[src/hw/rtl/mexp_pkg.sv]
// Shared constants for the modular exponentiation block.
// No dependencies.
`default_nettype none
package mexp_pkg;
  localparam int FIELD_W = 64;
  localparam int IN_W    = 2 * FIELD_W;

  typedef logic [FIELD_W-1:0] field_t;
endpackage
`default_nettype wire

[src/hw/rtl/mexp_cell.sv]
// Serial modular multiplier cell: r = a * b mod m, one add-and-reduce per cycle.
// Multiplier bits MSB first, a doubling then a conditional add for each. Depends on nothing.
`default_nettype none
module mexp_cell #(
  parameter int WIDTH = 64
) (
  input  wire logic             clk,
  input  wire logic             rst,
  input  wire logic             start,
  input  wire logic [WIDTH-1:0] a_in,
  input  wire logic [WIDTH-1:0] b_in,
  input  wire logic [WIDTH-1:0] m_in,
  output logic                  done,
  output logic [WIDTH-1:0]      r
);
  localparam int IDX_W = $clog2(WIDTH);

  logic             busy;
  logic             phase;
  logic [IDX_W-1:0] idx;
  logic [WIDTH-1:0] a;
  logic [WIDTH-1:0] b;
  logic [WIDTH-1:0] m;
  logic [WIDTH-1:0] addend;
  logic [WIDTH:0]   sum;
  logic [WIDTH:0]   red;
  logic [WIDTH-1:0] r_next;

  always_comb begin
    addend = phase ? a : r;
    sum    = {1'b0, r} + {1'b0, addend};
    red    = (sum >= {1'b0, m}) ? (sum - {1'b0, m}) : sum;
    r_next = (phase && !b[idx]) ? r : red[WIDTH-1:0];
  end

  always_ff @(posedge clk) begin
    if (rst) begin
      busy  <= 1'b0;
      done  <= 1'b0;
      phase <= 1'b0;
      idx   <= '0;
    end else begin
      done <= 1'b0;
      if (start) begin
        busy  <= 1'b1;
        phase <= 1'b0;
        idx   <= IDX_W'(WIDTH - 1);
      end else if (busy) begin
        phase <= !phase;
        if (phase) begin
          if (idx == '0) begin
            busy <= 1'b0;
            done <= 1'b1;
          end else begin
            idx <= idx - 1'b1;
          end
        end
      end
    end
  end

  always_ff @(posedge clk) begin
    if (start) begin
      a <= a_in;
      b <= b_in;
      m <= m_in;
      r <= '0;
    end else if (busy) begin
      r <= r_next;
    end
  end
endmodule
`default_nettype wire

[src/hw/rtl/modular_exponentiation.sv]
// Right-to-left square-and-multiply, base^exponent mod modulus, two multiplier cells.
// Steps from input transfer to result valid: one base reduction and WIDTH steps,
// each a square and a product run side by side; a zero modulus skips both.
// Input is taken only when idle, after the previous result is registered;
// a held result does not block the next input.
// Reset: synchronous, clears control and sets modulus to 1.
`default_nettype none
module modular_exponentiation
  import mexp_pkg::*;
#(
  parameter int WIDTH = 64
) (
  input  wire logic              clk,
  input  wire logic              rst,
  input  wire logic              cfg_we,
  input  wire logic [FIELD_W-1:0] cfg_wdata,
  input  wire logic              s_axis_tvalid,
  output logic                   s_axis_tready,
  input  wire logic [IN_W-1:0]   s_axis_tdata,   // base [63:0], exponent [127:64]
  output logic                   m_axis_tvalid,
  input  wire logic              m_axis_tready,
  output logic [FIELD_W-1:0]     m_axis_tdata    // power [63:0]
);
  localparam int CNT_W = $clog2(WIDTH);
  localparam logic [1:0] ST_IDLE = 2'd0;
  localparam logic [1:0] ST_RED  = 2'd1;
  localparam logic [1:0] ST_MUL  = 2'd2;
  localparam logic [1:0] ST_FIN  = 2'd3;

  logic [1:0]       state;
  logic [FIELD_W-1:0] modulus;
  logic [WIDTH-1:0] m;
  logic [WIDTH-1:0] base;
  logic [WIDTH-1:0] e;
  logic [WIDTH-1:0] sq;
  logic [WIDTH-1:0] acc;
  logic [WIDTH-1:0] one_m;
  logic [CNT_W-1:0] cnt;
  logic             go;
  logic [WIDTH-1:0] a0;
  logic [WIDTH-1:0] b0;
  logic             done0;
  logic             done1;
  logic [WIDTH-1:0] r0;
  logic [WIDTH-1:0] r1;
  logic [WIDTH-1:0] mod_w;
  logic             s_xfer;

  assign mod_w         = modulus[WIDTH-1:0];
  assign s_axis_tready = (state == ST_IDLE);
  assign s_xfer        = s_axis_tvalid && s_axis_tready;
  assign one_m         = {{(WIDTH-1){1'b0}}, (m != {{(WIDTH-1){1'b0}}, 1'b1})};
  assign a0            = (state == ST_RED) ? one_m : sq;
  assign b0            = (state == ST_RED) ? base : sq;

  mexp_cell #(.WIDTH(WIDTH)) u_cell_sq (
    .clk(clk), .rst(rst), .start(go), .a_in(a0), .b_in(b0), .m_in(m),
    .done(done0), .r(r0)
  );

  mexp_cell #(.WIDTH(WIDTH)) u_cell_acc (
    .clk(clk), .rst(rst), .start(go), .a_in(acc), .b_in(sq), .m_in(m),
    .done(done1), .r(r1)
  );

  always_ff @(posedge clk) begin
    if (rst) begin
      modulus       <= FIELD_W'(1);
      state         <= ST_IDLE;
      go            <= 1'b0;
      m_axis_tvalid <= 1'b0;
      cnt           <= '0;
    end else begin
      go <= 1'b0;
      if (cfg_we) begin
        modulus <= cfg_wdata;
      end
      if (m_axis_tvalid && m_axis_tready) begin
        m_axis_tvalid <= 1'b0;
      end
      unique case (state)
        ST_IDLE: begin
          if (s_xfer) begin
            cnt <= '0;
            if (mod_w == '0) begin
              state <= ST_FIN;
            end else begin
              state <= ST_RED;
              go    <= 1'b1;
            end
          end
        end
        ST_RED: begin
          if (done0) begin
            state <= ST_MUL;
            go    <= 1'b1;
          end
        end
        ST_MUL: begin
          if (done0 && done1) begin
            if (cnt == CNT_W'(WIDTH - 1)) begin
              state <= ST_FIN;
            end else begin
              cnt <= cnt + 1'b1;
              go  <= 1'b1;
            end
          end
        end
        ST_FIN: begin
          if (!m_axis_tvalid || m_axis_tready) begin
            m_axis_tvalid <= 1'b1;
            state         <= ST_IDLE;
          end
        end
        default: state <= ST_IDLE;
      endcase
    end
  end

  always_ff @(posedge clk) begin
    if (state == ST_IDLE && s_xfer) begin
      m    <= mod_w;
      base <= s_axis_tdata[WIDTH-1:0];
      e    <= s_axis_tdata[FIELD_W+WIDTH-1:FIELD_W];
      acc  <= '0;
    end else if (state == ST_RED && done0) begin
      sq  <= r0;
      acc <= one_m;
    end else if (state == ST_MUL && done0 && done1) begin
      sq <= r0;
      if (e[0]) begin
        acc <= r1;
      end
      e <= e >> 1;
    end
    if (state == ST_FIN && (!m_axis_tvalid || m_axis_tready)) begin
      m_axis_tdata <= FIELD_W'(acc);
    end
  end
endmodule
`default_nettype wire

[config.mk]
export PLATFORM = sky130hd
export DESIGN_NAME = modular_exponentiation
export DESIGN_NICKNAME = d
export VERILOG_FILES = /design/src/hw/rtl/mexp_pkg.sv /design/src/hw/rtl/mexp_cell.sv /design/src/hw/rtl/modular_exponentiation.sv
export SDC_FILE = /design/constraint.sdc
export NUM_CORES = 2
export LEC_CHECK = 0
export BUFFER_PORTS_ARGS = -buffer_cell sky130_fd_sc_hd__buf_2
export CAP_MARGIN = 20
export CORE_MARGIN = 2
export CORE_UTILIZATION = 55
export CTS_CLUSTER_DIAMETER = 120
export DETAILED_ROUTE_END_ITERATION = 6
export PLACE_DENSITY = 0.73
export SLEW_MARGIN = 20
export SYNTH_ARGS = -nofsm -noshare
export SYNTH_HDL_FRONTEND = slang
export SYNTH_SLANG_ARGS = --single-unit
[constraint.sdc]
create_clock -name clk -period 16.4 [get_ports clk]
set_clock_uncertainty 0.1 [all_clocks]
set_input_delay 4.92 -clock clk [delete_from_list [all_inputs] [get_ports clk]]
set_output_delay 4.92 -clock clk [all_outputs]
set_load 0.02 [all_outputs]
==> metrics.md <==
| Metric | Value |
|---|---|
| Synthesized instance count | `4734` |
| Fillers | `7480` |
| Worst-path fanout max | `69` |
| Vias per cell | `6.14` |
| Placeable Area | `0.0912 mm^2` |
| Setup violators final | `0` |
| Worst slew pin tran | `1150 ps` |
| Seq/Total Area, Yosys | `49.4%` |
| Status | `completed` |
| Post-synth ARST share | `0%` |
| Remaining antenna violation count | `0` |
| RSZ-0062 raised after global routing | `no` |
| Crit. End Element | `flop` |
| Layout cells sized above 1 | `14.9%` |
| PortBufs | `262` |
| DR iter-0 viols | `3573` |
| Die ar. | `0.0941 mm^2` |
| Yosys cell types | `94` |
| Layout Cells excl Fill | `6144` |
| CTS H-tree depth | `3` |
| CTS tree | `yes` |
| Die width | `307 um` |
| Post-CTS setup buffers | `0` |
| Largest net degree at the start of global routing | `191` |
| All-Layer GR Usage | `28.3%` |
| Post-Route WL | `135000 um` |
| Gpl congestion | `0.994` |
| Yosys reg bits | `924` |
| Post-synth EDFFs | `640` |
| Predominant post-synthesis flop cell | `edfxtp_1` |
| Routed len/inst | `22.0 um` |
| CP Launch Type | `flop` |
| Tcrit/Tclk final | `51.8%` |
| Slew headroom | `22.6%` |
| Post-Syn Area | `0.0504 mm^2` |
| Largest stage delay, worst path | `670 ps` |
| Dpl hpwl | `100000 um` |
| Worst hold path type | `reg -> reg` |
| CTS sink cnt | `924` |
| Worst-Skew Late Latency | `690 ps` |
| Cts bufs inserted | `96` |
| Worst Path Required | `16870 ps` |
| CP arrival | `8970 ps` |
| Vias | `37700` |
| Die H | `307 um` |
| Leading area contributor after synthesis | `edfxtp_1` |
| Multi-input gate area | `0.0240 mm^2` |
| Num rows | `111` |
| CTS max path bufs | `3` |
| Final Max Slew Viols | `0` |
| Initial antenna violation count | `4` |
| Synth warnings | `0` |
| Starting Density | `55.2%` |
| Post-synth net total | `5200` |
| Worst Setup Path Type | `reg -> reg` |
| Post-Syn Area per Cell | `10.6 um^2` |
| Total grt overflow | `0` |
| Area delta synth->final | `10.7%` |
| Post-route DRC | `0` |
| Ant diodes | `0` |
| Sequential Area | `0.0249 mm^2` |
| Fmax | `118 MHz` |
| Final core utilization | `61.1%` |
| Total negative slack | `0 ps` |
| PostCTS Resize Cnt | `0` |
| Placed Instances | `5963` |
| CP max-delay cell | `buf_4` |
| # IOs | `263` |
| Largest cells by area after synthesis | `edfxtp_1, dfxtp_1, ha_1` |
| Final nets | `5341` |
| Hold buffer count at CTS | `0` |
| Number of global-route vias before repair | `36000` |
| Area share of the largest cell type after synthesis | `38.1%` |
| DR pass1 iterations | `6` |
| First-pass GRT wire length | `208000 um` |
| Reg clk slew, reported paths | `60 ps` |
| Root Buffer | `clkbuf_16` |
| Final Hold Viols | `0` |
| Max cap viols | `0` |
| Tmin final | `8500 ps` |
## routing by layer
metal  vias up  share of wire [%]  GRT usage, %
li1      17900                  -             -
met1     18300                 43          38.6
met2      1304                 47          46.2
met3       202                7.6          5.33
met4         6                2.5          7.99
met5         -              0.024             0
## layout make-up
cell class / count / share of cell area [%]
Clock buffer: 132 / 4.82
Clock inverter: 49 / 1.04
Inverter: 136 / 0.931
Multi-Input combinational cell: 3421 / 43.0
Sequential cell: 924 / 44.7
Tap cell: 1186 / 2.66
Timing Repair Buffer: 296 / 2.84
## metrics by stage
stage / hold slack (ps) / setup WS [ps] / cell area [um^2]
after floorplan: 318 / 2140 / 50400
after global placement: 323 / 8300 / 52500
after detailed placement: 325 / 8080 / 52500
after CTS: 331 / 8000 / 55800
after global routing: 335 / 7200 / 55800
final: 339 / 7900 / 55800
## logic make-up after synthesis
logic type                 Yosys count  synth area share, %
buffers and inverters              389                 3.11
and+or+nand+nor                   1283                 11.8
DFF                                924                 49.4
xor gates and xnor gates           248                 4.31
muxes                              323                 7.91
AOI/OAI and AO/OA                 1298                 16.7
adders and majority gates          269                 6.74
## state kept, by name, summed over array words and instances, names as in the netlist, 64 cells and up
register and cells:
u_cell_acc.b 64, u_cell_sq.b 64, u_cell_sq.r 64, e 64, base 64, sq 64
m 64, m_axis_tdata 64, u_cell_sq.m 64, mod_w 64, u_cell_sq.a 64, u_cell_acc.a 64
acc 64, u_cell_acc.r 64
## synth_stat cells, types with 8 or more instances
| cell type | number |
|---|---|
| a21oi_1 | 414 |
| o21ai_0 | 229 |
| mux4_2 | 41 |
| nor2b_1 | 95 |
| or2_2 | 11 |
| a311oi_1 | 15 |
| xnor2_1 | 143 |
| nand3_1 | 56 |
| o211ai_1 | 28 |
| buf_2 | 31 |
| nand4_1 | 83 |
| o21ai_1 | 13 |
| inv_1 | 135 |
| or3_1 | 17 |
| a41oi_1 | 9 |
| clkbuf_1 | 185 |
| edfxtp_1 | 640 |
| mux2i_1 | 90 |
| and4_1 | 8 |
| a21o_1 | 211 |
| mux2_2 | 192 |
| o31ai_1 | 12 |
| nand2_1 | 460 |
| nor3_1 | 72 |
| a311oi_2 | 10 |
| a31oi_1 | 60 |
| a221oi_1 | 16 |
| a211oi_1 | 67 |
| nand2b_1 | 29 |
| buf_1 | 25 |
| xor2_1 | 105 |
| and3_1 | 35 |
| a211o_1 | 15 |
| a2111oi_0 | 8 |
| o21bai_1 | 55 |
| and2_1 | 25 |
| ha_1 | 265 |
| a21boi_0 | 11 |
| dfxtp_1 | 284 |
| nor4_1 | 44 |
| o21a_1 | 39 |
| nor2_1 | 327 |
## cells in the final DEF (no fill, tap or decap), drive strengths merged, types with 39 or more instances in the layout
cell	instances
nor3	73
mux4	41
o21ai	244
o21bai	55
xnor2	143
a211oi	68
nor2b	95
nor2	327
ha	265
clkbuf	132
inv	141
nand4	83
dfxtp	284
nand3	56
nand2	461
o21a	39
nor4	44
edfxtp	640
mux2	192
a21o	211
mux2i	90
xor2	105
buf	296
a31oi	61
a21oi	414
## final timing paths
kind	start	to	slack, ps	depth (start not counted)
max	u_cell_sq.phase$_SDFFE_PP0P_	u_cell_sq.r[48]$_SDFFE_PP0P_	7900	26
min	sq[49]$_DFFE_PP_	u_cell_acc.b[49]$_DFFE_PP_	340	0
max reg2reg	u_cell_sq.phase$_SDFFE_PP0P_	u_cell_sq.r[48]$_SDFFE_PP0P_	7900	26
min reg2reg	sq[49]$_DFFE_PP_	u_cell_acc.b[49]$_DFFE_PP_	340	0
## worst max-delay path: cells and delay by family, from the launching register on
| kind | cells | cell delay, ps |
|---|---|---|
| adder cells (fa/ha/maj) | 3 | 1030 |
| multiplexers | 1 | 420 |
| flip-flops | 1 | 310 |
| AO/OA/AOI/OAI | 16 | 4200 |
| AND/OR/NAND/NOR | 4 | 1070 |
| buffers and inverters | 2 | 1200 |
Power is left out: the tool's default activity adds up to more than one toggle a clock period on the data nets, which glitch-free logic cannot reach.
